**config.mk**
```make
export PLATFORM = sky130hd
export DESIGN_NAME = time_of_day_adjust_compare_flat
export DESIGN_NICKNAME = d
export VERILOG_FILES = /design/src/todac_pkg.sv /design/src/todac_if.sv /design/src/time_of_day_adjust_compare.sv /design/src/todac_div_const.sv /design/src/todac_reduce.sv /design/src/flat_wrapper.sv
export SDC_FILE = /design/constraint.sdc
export NUM_CORES = 1
export LEC_CHECK = 0
export ABC_AREA = 1
export BUFFER_PORTS_ARGS = -buffer_cell sky130_fd_sc_hd__buf_2
export CORE_UTILIZATION = 35
export DETAILED_ROUTE_END_ITERATION = 8
export MAX_ROUTING_LAYER = met4
export PLACE_DENSITY = 0.53
export SLEW_MARGIN = 15
export SYNTH_ARGS = -nofsm -noshare
export SYNTH_HDL_FRONTEND = slang
export SYNTH_SLANG_ARGS = --single-unit
```
**constraint.sdc**
```tcl
create_clock -name clk -period 14.7 [get_ports clk]
set_input_delay 1.47 -clock clk [delete_from_list [all_inputs] [get_ports clk]]
set_output_delay 1.47 -clock clk [all_outputs]
set_load 0.005 [all_outputs]
```
**src/todac_pkg.sv**
```systemverilog
// Package for the time-of-day adjust and compare block.
// Holds the operation and field codes, the item structs and the ordering function.
// No dependencies.
`default_nettype none

package todac_pkg;

    localparam int unsigned SECS_PER_MIN  = 60;
    localparam int unsigned MINS_PER_HOUR = 60;
    localparam int unsigned HOURS_PER_DAY = 24;

    localparam logic [15:0] DAYS_MAX = 16'hFFFF;

    // Operation codes.
    localparam logic [1:0] MODE_ADD   = 2'd0;
    localparam logic [1:0] MODE_SUB   = 2'd1;
    localparam logic [1:0] MODE_LOAD  = 2'd2;
    localparam logic [1:0] MODE_CLEAR = 2'd3;

    // Amount units; the remaining code acts as a zero amount.
    localparam logic [1:0] UNIT_SEC  = 2'd0;
    localparam logic [1:0] UNIT_MIN  = 2'd1;
    localparam logic [1:0] UNIT_HOUR = 2'd2;

    // Result ordering codes.
    localparam logic [1:0] ORDER_BEFORE = 2'd0;
    localparam logic [1:0] ORDER_EQUAL  = 2'd1;
    localparam logic [1:0] ORDER_AFTER  = 2'd2;

    // Configuration register indexes.
    localparam logic [1:0] REG_COMPARE_HOUR   = 2'd0;
    localparam logic [1:0] REG_COMPARE_MINUTE = 2'd1;
    localparam logic [1:0] REG_COMPARE_SECOND = 2'd2;

    typedef struct packed {
        logic [4:0] hour;
        logic [5:0] minute;
        logic [5:0] second;
    } todac_time_t;

    // Command fields that travel alongside the amount reduction.
    typedef struct packed {
        logic [1:0] mode;
        logic [1:0] unit;
        logic [4:0] load_hour;
        logic [5:0] load_minute;
        logic [5:0] load_second;
    } todac_cmd_t;

    // Amount split into whole days (saturated) and a remainder in h:m:s.
    typedef struct packed {
        logic [15:0] days;
        logic [4:0]  hour;
        logic [5:0]  minute;
        logic [5:0]  second;
    } todac_delta_t;

    function automatic logic [1:0] time_order(todac_time_t t, todac_time_t c);
        logic [1:0] result;
        if (t.hour != c.hour) begin
            result = (t.hour < c.hour) ? ORDER_BEFORE : ORDER_AFTER;
        end
        else if (t.minute != c.minute) begin
            result = (t.minute < c.minute) ? ORDER_BEFORE : ORDER_AFTER;
        end
        else if (t.second != c.second) begin
            result = (t.second < c.second) ? ORDER_BEFORE : ORDER_AFTER;
        end
        else begin
            result = ORDER_EQUAL;
        end
        return result;
    endfunction

endpackage

`default_nettype wire

```
**src/todac_if.sv**
```systemverilog
// Channel interfaces of the time-of-day adjust and compare block:
// command, response and configuration write, each with valid and ready.
// No dependencies.
`default_nettype none

interface todac_cmd_if #(parameter int unsigned AMOUNT_BITS = 20);
    logic                   valid;
    logic                   ready;
    logic [1:0]             mode;
    logic [1:0]             unit;
    logic [AMOUNT_BITS-1:0] amount;
    logic [4:0]             load_hour;
    logic [5:0]             load_minute;
    logic [5:0]             load_second;

    modport source (output valid, mode, unit, amount, load_hour, load_minute, load_second,
                    input ready);
    modport sink   (input valid, mode, unit, amount, load_hour, load_minute, load_second,
                    output ready);
endinterface

interface todac_rsp_if;
    logic        valid;
    logic        ready;
    logic [15:0] days_crossed;
    logic [4:0]  now_hour;
    logic [5:0]  now_minute;
    logic [5:0]  now_second;
    logic [1:0]  order;

    modport source (output valid, days_crossed, now_hour, now_minute, now_second, order,
                    input ready);
    modport sink   (input valid, days_crossed, now_hour, now_minute, now_second, order,
                    output ready);
endinterface

interface todac_cfg_if;
    logic       valid;
    logic       ready;
    logic [1:0] index;
    logic [5:0] data;

    modport source (output valid, index, data, input ready);
    modport sink   (input valid, index, data, output ready);
endinterface

`default_nettype wire

```
**src/time_of_day_adjust_compare.sv**
```systemverilog
// Takes one command per cycle while no response waits on ready.
// Six stages split the amount into days and h:m:s (three constant dividers); the
// seventh stage applies it to the time with carry or borrow and registers the result.
// A response waiting on ready stalls the whole pipeline; nothing is dropped.
// Reset (rst_n low, asynchronous) empties the pipeline, sets the time to midnight and
// clears the compare time to zero. There is no clearing pass.
`default_nettype none

module time_of_day_adjust_compare
    import todac_pkg::*;
#(
    parameter int unsigned AMOUNT_BITS = 20
) (
    input  logic              clk,
    input  logic              rst_n,
    todac_cmd_if.sink         cmd,
    todac_rsp_if.source       rsp,
    todac_cfg_if.sink         cfg
);

    logic         adv;
    logic         cmd_fire;
    todac_cmd_t   cmd_item;
    logic         step_valid;
    todac_cmd_t   step_cmd;
    todac_delta_t step_delta;

    todac_time_t  time_reg;
    todac_time_t  time_next;
    todac_time_t  compare_reg;
    logic [15:0]  days_next;
    logic [15:0]  days_reg;
    logic [1:0]   order_reg;
    logic         rsp_valid_reg;

    assign adv      = !rsp_valid_reg || rsp.ready;
    assign cmd_fire = cmd.valid && adv;
    assign cmd.ready = adv;
    assign cfg.ready = 1'b1;

    assign cmd_item = '{mode:        cmd.mode,
                        unit:        cmd.unit,
                        load_hour:   cmd.load_hour,
                        load_minute: cmd.load_minute,
                        load_second: cmd.load_second};

    todac_reduce #(.AMOUNT_BITS(AMOUNT_BITS)) u_reduce (
        .clk       (clk),
        .rst_n     (rst_n),
        .en        (adv),
        .in_valid  (cmd_fire),
        .in_cmd    (cmd_item),
        .in_amount (cmd.amount),
        .out_valid (step_valid),
        .out_cmd   (step_cmd),
        .out_delta (step_delta)
    );

    // Configuration writes; an index past the list is ignored.
    always_ff @(posedge clk or negedge rst_n)
    begin
        if (!rst_n)
        begin
            compare_reg <= '0;
        end
        else if (cfg.valid)
        begin
            unique case (cfg.index)
                REG_COMPARE_HOUR:   compare_reg.hour   <= 5'(cfg.data);
                REG_COMPARE_MINUTE: compare_reg.minute <= cfg.data;
                REG_COMPARE_SECOND: compare_reg.second <= cfg.data;
                default:            ;
            endcase
        end
    end

    logic [6:0] sec_sum, min_sum, min_sub;
    logic [5:0] hour_sum, hour_sub;
    logic       sec_carry, min_carry, hour_carry;
    logic       sec_borrow, min_borrow, hour_borrow;
    logic       day_inc;

    // Mixed-radix add and subtract of the remainder, carry rippling through three digits.
    always_comb
    begin
        sec_sum    = 7'(time_reg.second) + 7'(step_delta.second);
        sec_carry  = (sec_sum >= 7'(SECS_PER_MIN));
        min_sum    = 7'(time_reg.minute) + 7'(step_delta.minute) + 7'(sec_carry);
        min_carry  = (min_sum >= 7'(MINS_PER_HOUR));
        hour_sum   = 6'(time_reg.hour) + 6'(step_delta.hour) + 6'(min_carry);
        hour_carry = (hour_sum >= 6'(HOURS_PER_DAY));

        sec_borrow  = (time_reg.second < step_delta.second);
        min_sub     = 7'(step_delta.minute) + 7'(sec_borrow);
        min_borrow  = (7'(time_reg.minute) < min_sub);
        hour_sub    = 6'(step_delta.hour) + 6'(min_borrow);
        hour_borrow = (6'(time_reg.hour) < hour_sub);
    end

    always_comb
    begin
        time_next = time_reg;
        day_inc   = 1'b0;
        days_next = 16'd0;
        unique case (step_cmd.mode)
            MODE_ADD:
            begin
                time_next.second = sec_carry ? 6'(sec_sum - 7'(SECS_PER_MIN)) : 6'(sec_sum);
                time_next.minute = min_carry ? 6'(min_sum - 7'(MINS_PER_HOUR)) : 6'(min_sum);
                time_next.hour   = hour_carry ? 5'(hour_sum - 6'(HOURS_PER_DAY))
                                              : 5'(hour_sum);
                day_inc = hour_carry;
            end
            MODE_SUB:
            begin
                time_next.second = 6'(7'(time_reg.second) +
                                      (sec_borrow ? 7'(SECS_PER_MIN) : 7'd0) -
                                      7'(step_delta.second));
                time_next.minute = 6'(7'(time_reg.minute) +
                                      (min_borrow ? 7'(MINS_PER_HOUR) : 7'd0) - min_sub);
                time_next.hour   = 5'(6'(time_reg.hour) +
                                      (hour_borrow ? 6'(HOURS_PER_DAY) : 6'd0) - hour_sub);
                day_inc = hour_borrow;
            end
            MODE_LOAD:
            begin
                if (step_cmd.load_hour < 5'(HOURS_PER_DAY))
                begin
                    time_next.hour = step_cmd.load_hour;
                end
                if (step_cmd.load_minute < 6'(MINS_PER_HOUR))
                begin
                    time_next.minute = step_cmd.load_minute;
                end
                if (step_cmd.load_second < 6'(SECS_PER_MIN))
                begin
                    time_next.second = step_cmd.load_second;
                end
            end
            MODE_CLEAR:
            begin
                time_next = '0;
            end
            default:
            begin
                time_next = time_reg;
            end
        endcase

        if (step_cmd.mode == MODE_ADD || step_cmd.mode == MODE_SUB)
        begin
            days_next = (step_delta.days == DAYS_MAX) ? DAYS_MAX
                                                      : step_delta.days + 16'(day_inc);
        end
    end

    // The time only moves when the response slot is free, so it doubles as the
    // response time fields.
    always_ff @(posedge clk or negedge rst_n)
    begin
        if (!rst_n)
        begin
            time_reg      <= '0;
            rsp_valid_reg <= 1'b0;
        end
        else if (adv)
        begin
            rsp_valid_reg <= step_valid;
            if (step_valid)
            begin
                time_reg <= time_next;
            end
        end
    end

    always_ff @(posedge clk)
    begin
        if (adv && step_valid)
        begin
            days_reg  <= days_next;
            order_reg <= time_order(time_next, compare_reg);
        end
    end

    assign rsp.valid        = rsp_valid_reg;
    assign rsp.days_crossed = days_reg;
    assign rsp.now_hour     = time_reg.hour;
    assign rsp.now_minute   = time_reg.minute;
    assign rsp.now_second   = time_reg.second;
    assign rsp.order        = order_reg;

endmodule

`default_nettype wire

```
**src/todac_div_const.sv**
```systemverilog
// Two-stage divider by a constant: reciprocal multiply, then one correction step.
// Gives quotient and remainder of an unsigned value; the divisor must be at most 64.
// Depends on nothing outside this file.
`default_nettype none

module todac_div_const #(
    parameter int unsigned W       = 20,
    parameter int unsigned DIVISOR = 60
) (
    input  logic         clk,
    input  logic         en,
    input  logic [W-1:0] x,
    output logic [W-1:0] q,
    output logic [5:0]   r
);

    // floor(2^W / DIVISOR): the estimate is at most one below the true quotient.
    localparam logic [W-1:0] RECIP = W'((64'd1 << W) / DIVISOR);

    logic [2*W-1:0] prod;
    logic [W-1:0]   x_reg;
    logic [W-1:0]   qe_reg;
    logic [W+6:0]   diff;
    logic [6:0]     rem;
    logic           fix;
    logic [W-1:0]   q_reg;
    logic [5:0]     r_reg;

    assign prod = {{W{1'b0}}, x} * {{W{1'b0}}, RECIP};

    always_ff @(posedge clk)
    begin
        if (en)
        begin
            x_reg  <= x;
            qe_reg <= prod[2*W-1:W];
        end
    end

    // The remainder of the estimate is below twice the divisor, so seven bits hold it.
    assign diff = (W+7)'(x_reg) - (W+7)'(qe_reg) * (W+7)'(DIVISOR);
    assign rem  = diff[6:0];
    assign fix  = (rem >= 7'(DIVISOR));

    always_ff @(posedge clk)
    begin
        if (en)
        begin
            q_reg <= qe_reg + W'(fix);
            r_reg <= fix ? 6'(rem - 7'(DIVISOR)) : 6'(rem);
        end
    end

    assign q = q_reg;
    assign r = r_reg;

endmodule

`default_nettype wire

```
**src/todac_reduce.sv**
```systemverilog
// Amount reduction pipeline: turns an amount in a given unit into whole days
// and a remainder in hours, minutes and seconds over six stages.
// Depends on todac_pkg and todac_div_const.
`default_nettype none

module todac_reduce
    import todac_pkg::*;
#(
    parameter int unsigned AMOUNT_BITS = 20
) (
    input  logic                   clk,
    input  logic                   rst_n,
    input  logic                   en,
    input  logic                   in_valid,
    input  todac_cmd_t             in_cmd,
    input  logic [AMOUNT_BITS-1:0] in_amount,
    output logic                   out_valid,
    output todac_cmd_t             out_cmd,
    output todac_delta_t           out_delta
);

    localparam int unsigned STAGES = 6;

    logic [STAGES-1:0]      valid_reg;
    todac_cmd_t             cmd_reg [STAGES];
    logic [AMOUNT_BITS-1:0] amt_reg [4];
    logic [5:0]             ds_reg  [4];
    logic [5:0]             dm_reg  [2];

    logic [AMOUNT_BITS-1:0] q1, q2, q3;
    logic [5:0]             r1, r2, r3;
    logic [AMOUNT_BITS-1:0] x2, x3;

    // Seconds go through all three dividers, minutes skip the first, hours skip two.
    assign x2 = (cmd_reg[1].unit == UNIT_SEC) ? q1 : amt_reg[1];
    assign x3 = (cmd_reg[3].unit == UNIT_HOUR) ? amt_reg[3] : q2;

    todac_div_const #(.W(AMOUNT_BITS), .DIVISOR(SECS_PER_MIN)) u_div_sec (
        .clk (clk),
        .en  (en),
        .x   (in_amount),
        .q   (q1),
        .r   (r1)
    );

    todac_div_const #(.W(AMOUNT_BITS), .DIVISOR(MINS_PER_HOUR)) u_div_min (
        .clk (clk),
        .en  (en),
        .x   (x2),
        .q   (q2),
        .r   (r2)
    );

    todac_div_const #(.W(AMOUNT_BITS), .DIVISOR(HOURS_PER_DAY)) u_div_hour (
        .clk (clk),
        .en  (en),
        .x   (x3),
        .q   (q3),
        .r   (r3)
    );

    always_ff @(posedge clk or negedge rst_n)
    begin
        if (!rst_n)
        begin
            valid_reg <= '0;
        end
        else if (en)
        begin
            valid_reg <= {valid_reg[STAGES-2:0], in_valid};
        end
    end

    always_ff @(posedge clk)
    begin
        if (en)
        begin
            cmd_reg[0] <= in_cmd;
            for (int k = 1; k < STAGES; k++)
            begin
                cmd_reg[k] <= cmd_reg[k-1];
            end

            amt_reg[0] <= in_amount;
            for (int k = 1; k < 4; k++)
            begin
                amt_reg[k] <= amt_reg[k-1];
            end

            ds_reg[0] <= (cmd_reg[1].unit == UNIT_SEC) ? r1 : 6'd0;
            for (int k = 1; k < 4; k++)
            begin
                ds_reg[k] <= ds_reg[k-1];
            end

            dm_reg[0] <= (cmd_reg[3].unit == UNIT_SEC || cmd_reg[3].unit == UNIT_MIN) ?
                         r2 : 6'd0;
            dm_reg[1] <= dm_reg[0];
        end
    end

    logic unit_valid;
    assign unit_valid = (cmd_reg[STAGES-1].unit == UNIT_SEC) ||
                        (cmd_reg[STAGES-1].unit == UNIT_MIN) ||
                        (cmd_reg[STAGES-1].unit == UNIT_HOUR);

    always_comb
    begin
        out_delta.second = ds_reg[3];
        out_delta.minute = dm_reg[1];
        out_delta.hour   = unit_valid ? 5'(r3) : 5'd0;
        if (!unit_valid)
        begin
            out_delta.days = 16'd0;
        end
        else if (33'(q3) > 33'(DAYS_MAX))
        begin
            out_delta.days = DAYS_MAX;
        end
        else
        begin
            out_delta.days = 16'(q3);
        end
    end

    assign out_valid = valid_reg[STAGES-1];
    assign out_cmd   = cmd_reg[STAGES-1];

endmodule

`default_nettype wire

```
**src/flat_wrapper.sv**
```systemverilog
// flat-port wrapper written by rule: the top's interface ports become plain ports
module time_of_day_adjust_compare_flat import todac_pkg::*;
#(
    parameter int unsigned AMOUNT_BITS = 20
)
  (clk, rst_n, cmd_valid, cmd_mode, cmd_unit, cmd_amount, cmd_load_hour, cmd_load_minute, cmd_load_second, cmd_ready, rsp_valid, rsp_days_crossed, rsp_now_hour, rsp_now_minute, rsp_now_second, rsp_order, rsp_ready, cfg_valid, cfg_index, cfg_data, cfg_ready);
  todac_cmd_if #(.AMOUNT_BITS(AMOUNT_BITS)) cmd_i ();
  todac_rsp_if rsp_i ();
  todac_cfg_if cfg_i ();
  input  logic clk;
  input  logic rst_n;
  input wire logic [$bits(cmd_i.valid)-1:0] cmd_valid;
  input wire logic [$bits(cmd_i.mode)-1:0] cmd_mode;
  input wire logic [$bits(cmd_i.unit)-1:0] cmd_unit;
  input wire logic [$bits(cmd_i.amount)-1:0] cmd_amount;
  input wire logic [$bits(cmd_i.load_hour)-1:0] cmd_load_hour;
  input wire logic [$bits(cmd_i.load_minute)-1:0] cmd_load_minute;
  input wire logic [$bits(cmd_i.load_second)-1:0] cmd_load_second;
  output wire logic [$bits(cmd_i.ready)-1:0] cmd_ready;
  output wire logic [$bits(rsp_i.valid)-1:0] rsp_valid;
  output wire logic [$bits(rsp_i.days_crossed)-1:0] rsp_days_crossed;
  output wire logic [$bits(rsp_i.now_hour)-1:0] rsp_now_hour;
  output wire logic [$bits(rsp_i.now_minute)-1:0] rsp_now_minute;
  output wire logic [$bits(rsp_i.now_second)-1:0] rsp_now_second;
  output wire logic [$bits(rsp_i.order)-1:0] rsp_order;
  input wire logic [$bits(rsp_i.ready)-1:0] rsp_ready;
  input wire logic [$bits(cfg_i.valid)-1:0] cfg_valid;
  input wire logic [$bits(cfg_i.index)-1:0] cfg_index;
  input wire logic [$bits(cfg_i.data)-1:0] cfg_data;
  output wire logic [$bits(cfg_i.ready)-1:0] cfg_ready;
  assign cmd_i.valid = cmd_valid;
  assign cmd_i.mode = cmd_mode;
  assign cmd_i.unit = cmd_unit;
  assign cmd_i.amount = cmd_amount;
  assign cmd_i.load_hour = cmd_load_hour;
  assign cmd_i.load_minute = cmd_load_minute;
  assign cmd_i.load_second = cmd_load_second;
  assign cmd_ready = cmd_i.ready;
  assign rsp_valid = rsp_i.valid;
  assign rsp_days_crossed = rsp_i.days_crossed;
  assign rsp_now_hour = rsp_i.now_hour;
  assign rsp_now_minute = rsp_i.now_minute;
  assign rsp_now_second = rsp_i.now_second;
  assign rsp_order = rsp_i.order;
  assign rsp_i.ready = rsp_ready;
  assign cfg_i.valid = cfg_valid;
  assign cfg_i.index = cfg_index;
  assign cfg_i.data = cfg_data;
  assign cfg_ready = cfg_i.ready;
  time_of_day_adjust_compare #(.AMOUNT_BITS(AMOUNT_BITS)) u_core (.clk(clk), .rst_n(rst_n), .cmd(cmd_i), .rsp(rsp_i), .cfg(cfg_i));
endmodule
```
==> flow_summary_export.csv <==
group,metric,value,unit
clock_tree,cts-hold-fix-buffers,0,
floorplan,die_h,294,µm
placed_design,dp_hpwl,51500,µm
clock_tree,worst_skew_pair.late_latency,0.60,ns
layout,final_nets,3648,
synth,synth_cells,2914,
setup_path,crit_path_end_kind,"register",
synth,synth_area_leader_cell,"edfxtp_1",
job,maxCapViolations,0,
clock_tree,cts_setup_buffers,0,
global_route,first_global_vias,19700,
layout,layout_commonest_cell,"inv_1",
synth,async_flop_share,0.0965,
sta,grt_setup_unrepaired,"false",
layout,largest_reg_flops,126,
layout,syn2layout_area_growth,11.5,%
synth,ys_ff_latch,425,
synth,syn_area_per_cell,10.3,µm²
setup_path,worstPathMaxFanout,6,
clock_tree,ctsResizeCount,0,
layout,stdcell_count,4212,
synth,synthFlopType,"edfxtp_1",
floorplan,rows,106,
global_route,grt_usage,0.153,
setup_path,critPathRequiredTime,15.03,ns
synth,yosysWarnings,0,
sta,min_period,7.64,ns
clock_tree,clk_pin_slew,0.07,ns
sta,setup-tns-final,0,ns
detailed_routing,dr.pass1.iters,5,
synth,yosysSeqAreaShare,0.420,
layout,drive_gt1_frac,0.0809,
global_route,antenna_found_initial,0,
setup_path,worstSetupPathType,"reg -> reg",
floorplan,start_util,0.356,
floorplan,die_area,86600,µm²
placed_design,numPortBuffers,90,
detailed_routing,routed_wl,63500,µm
synth,synth_edf_count,384,
synth,synth_nets,3523,
detailed_routing,num_vias,19300,
min_path,worstHoldPathType,"reg -> reg",
setup_path,crit_top_cell,"nand2_1",
floorplan,ioPinCount,92,
detailed_routing,drc_errors,0,
sta,worst_slew_pin_slew,1.12,ns
sta,holdWs,0.385,ns
placed_design,routabilityCongestion,0.895,
floorplan,coreArea,84100,µm²
detailed_routing,vias_per_cell,4.59,
sta,max_freq,0.131,GHz
sta,hold_viol,0,
sta,fin_worst_skew,0.0413,ns
placed_design,place_inst,4124,
clock_tree,h-tree-depth,2,
synth,yosysTopAreaCellShare,0.386,
synth,syn-cell-area,29900,µm²
floorplan,die_w,294,µm
clock_tree,clockRootBuffer,"clkbuf_16",
layout,final_cell_mix,"560 x inv_1, 467 x nand2_1, 398 x ha_1, 384 x edfxtp_1, 157 x fa_1",
global_route,overflow,0,
clock_tree,cts.sinks,425,
synth,ys_types,60,
sta,finalCritPeriodShare,0.520,
layout,num_antenna_cells,0,
detailed_routing,postRouteAntennaNets,0,
sta,setup_viol,0,
global_route,grt_pass1_wl,102000,µm
clock_tree,cts_tree,"yes",
setup_path,worstSetupStartpointType,"register",
clock_tree,clock_path_buffers,3,
sta,drv_slew,0,
global_route,grt_max_degree,195,
setup_path,crit_path_max_incr_delay,0.48,ns
clock_tree,cts_buffers,47,
sta,relSlewSlack,0.253,
detailed_routing,drt_iter0_drc,827,
detailed_routing,wire_per_inst,15.1,µm
status,status,"finished clean",
synth,yosys-top-cells-area,"edfxtp_1 39%, ha_1 17%, fa_1 11%",
setup_path,worstPathArrival,7.98,ns
setup_path,cp_slowest_cell,"nor4b_1",
[stage by stage]
stage                     worst slack [ns]  utilization  area [µm²]
after floorplan                       3.11            -       29900
after global placement                7.04        0.377       31700
after detailed placement              7.02        0.377       31700
after CTS                             7.03        0.397       33300
after global routing                  6.31        0.397       33300
final                                 7.06        0.397       33300
[layer usage]
layer,part of all wire,track usage,vias up
met5,0,-,-
met4,0.016,0.0314,0
met3,0.029,0.0176,65
met2,0.49,0.263,242
met1,0.47,0.195,9047
li1,-,-,9966
[worst max-delay path: cells and delay by family (launching register included)]
kind	cells	cell delay, ns
compound gates	5	0.70
xor+xnor	2	0.48
fa+ha+maj	9	2.81
buf+inv	3	0.18
flops	1	0.46
simple gates	22	2.72
[cells by family (layout without fill, tap and decap cells)]
group / after synthesis / after routing / synth area share
simple gates: 853 / 853 / 0.126
buf+inv: 586 / 750 / 0.0749
fa+ha+maj: 555 / 555 / 0.272
flops: 425 / 425 / 0.420
compound gates: 366 / 366 / 0.0704
xor+xnor: 128 / 128 / 0.0375
other cells: 1 / 1 / 0.000125
[Yosys cell counts (4+ instances only)]
| cell type | instances |
|---|---|
| inv_1 | 560 |
| nand2_1 | 467 |
| ha_1 | 398 |
| edfxtp_1 | 384 |
| fa_1 | 157 |
| nor2_1 | 142 |
| o21ai_0 | 132 |
| a21oi_1 | 121 |
| nand3_1 | 110 |
| xor2_1 | 88 |
| dfrtp_1 | 41 |
| xnor2_1 | 40 |
| nor3_1 | 29 |
| nand4_1 | 28 |
| or2_2 | 23 |
| o21bai_1 | 21 |
| a31oi_1 | 20 |
| a21o_1 | 18 |
| clkbuf_1 | 15 |
| nor2_2 | 14 |
| a21oi_2 | 11 |
| nand3b_1 | 10 |
| o21ai_1 | 9 |
| nor4_1 | 6 |
| nand3_2 | 5 |
| o211ai_1 | 5 |
| o21a_1 | 5 |
| o221ai_1 | 5 |
| a21boi_0 | 4 |
[final cells by class]
type	count	area, µm²
fillers	8387	50700
multi-input cells	1903	15100
flip-flops and latches	425	12600
inverters	565	2130
well taps	1134	1420
clock buffers	60	1280
repair buffers	97	515
clock inverters	28	335
[worst paths after layout]
kind                                              start                           end  slack (ns)  depth (start not counted)
max in group asynchronous                         rst_n      u_core.rsp.now_second[1]       12.94                          1
min in group asynchronous                         rst_n              u_core.rsp.valid        1.07                          1
hold reg to reg            u_core.u_reduce.ds_reg[2][4]  u_core.u_reduce.ds_reg[3][4]        0.39                          0
setup / recovery               u_core.rsp.now_second[3]           u_core.rsp.order[1]        7.06                         41
hold / removal             u_core.u_reduce.ds_reg[2][4]  u_core.u_reduce.ds_reg[3][4]        0.39                          0
setup reg to reg               u_core.rsp.now_second[3]           u_core.rsp.order[1]        7.06                         41
Power is left out: the tool's default activity adds up to more than one toggle a clock period on the data nets, which glitch-free logic cannot reach.
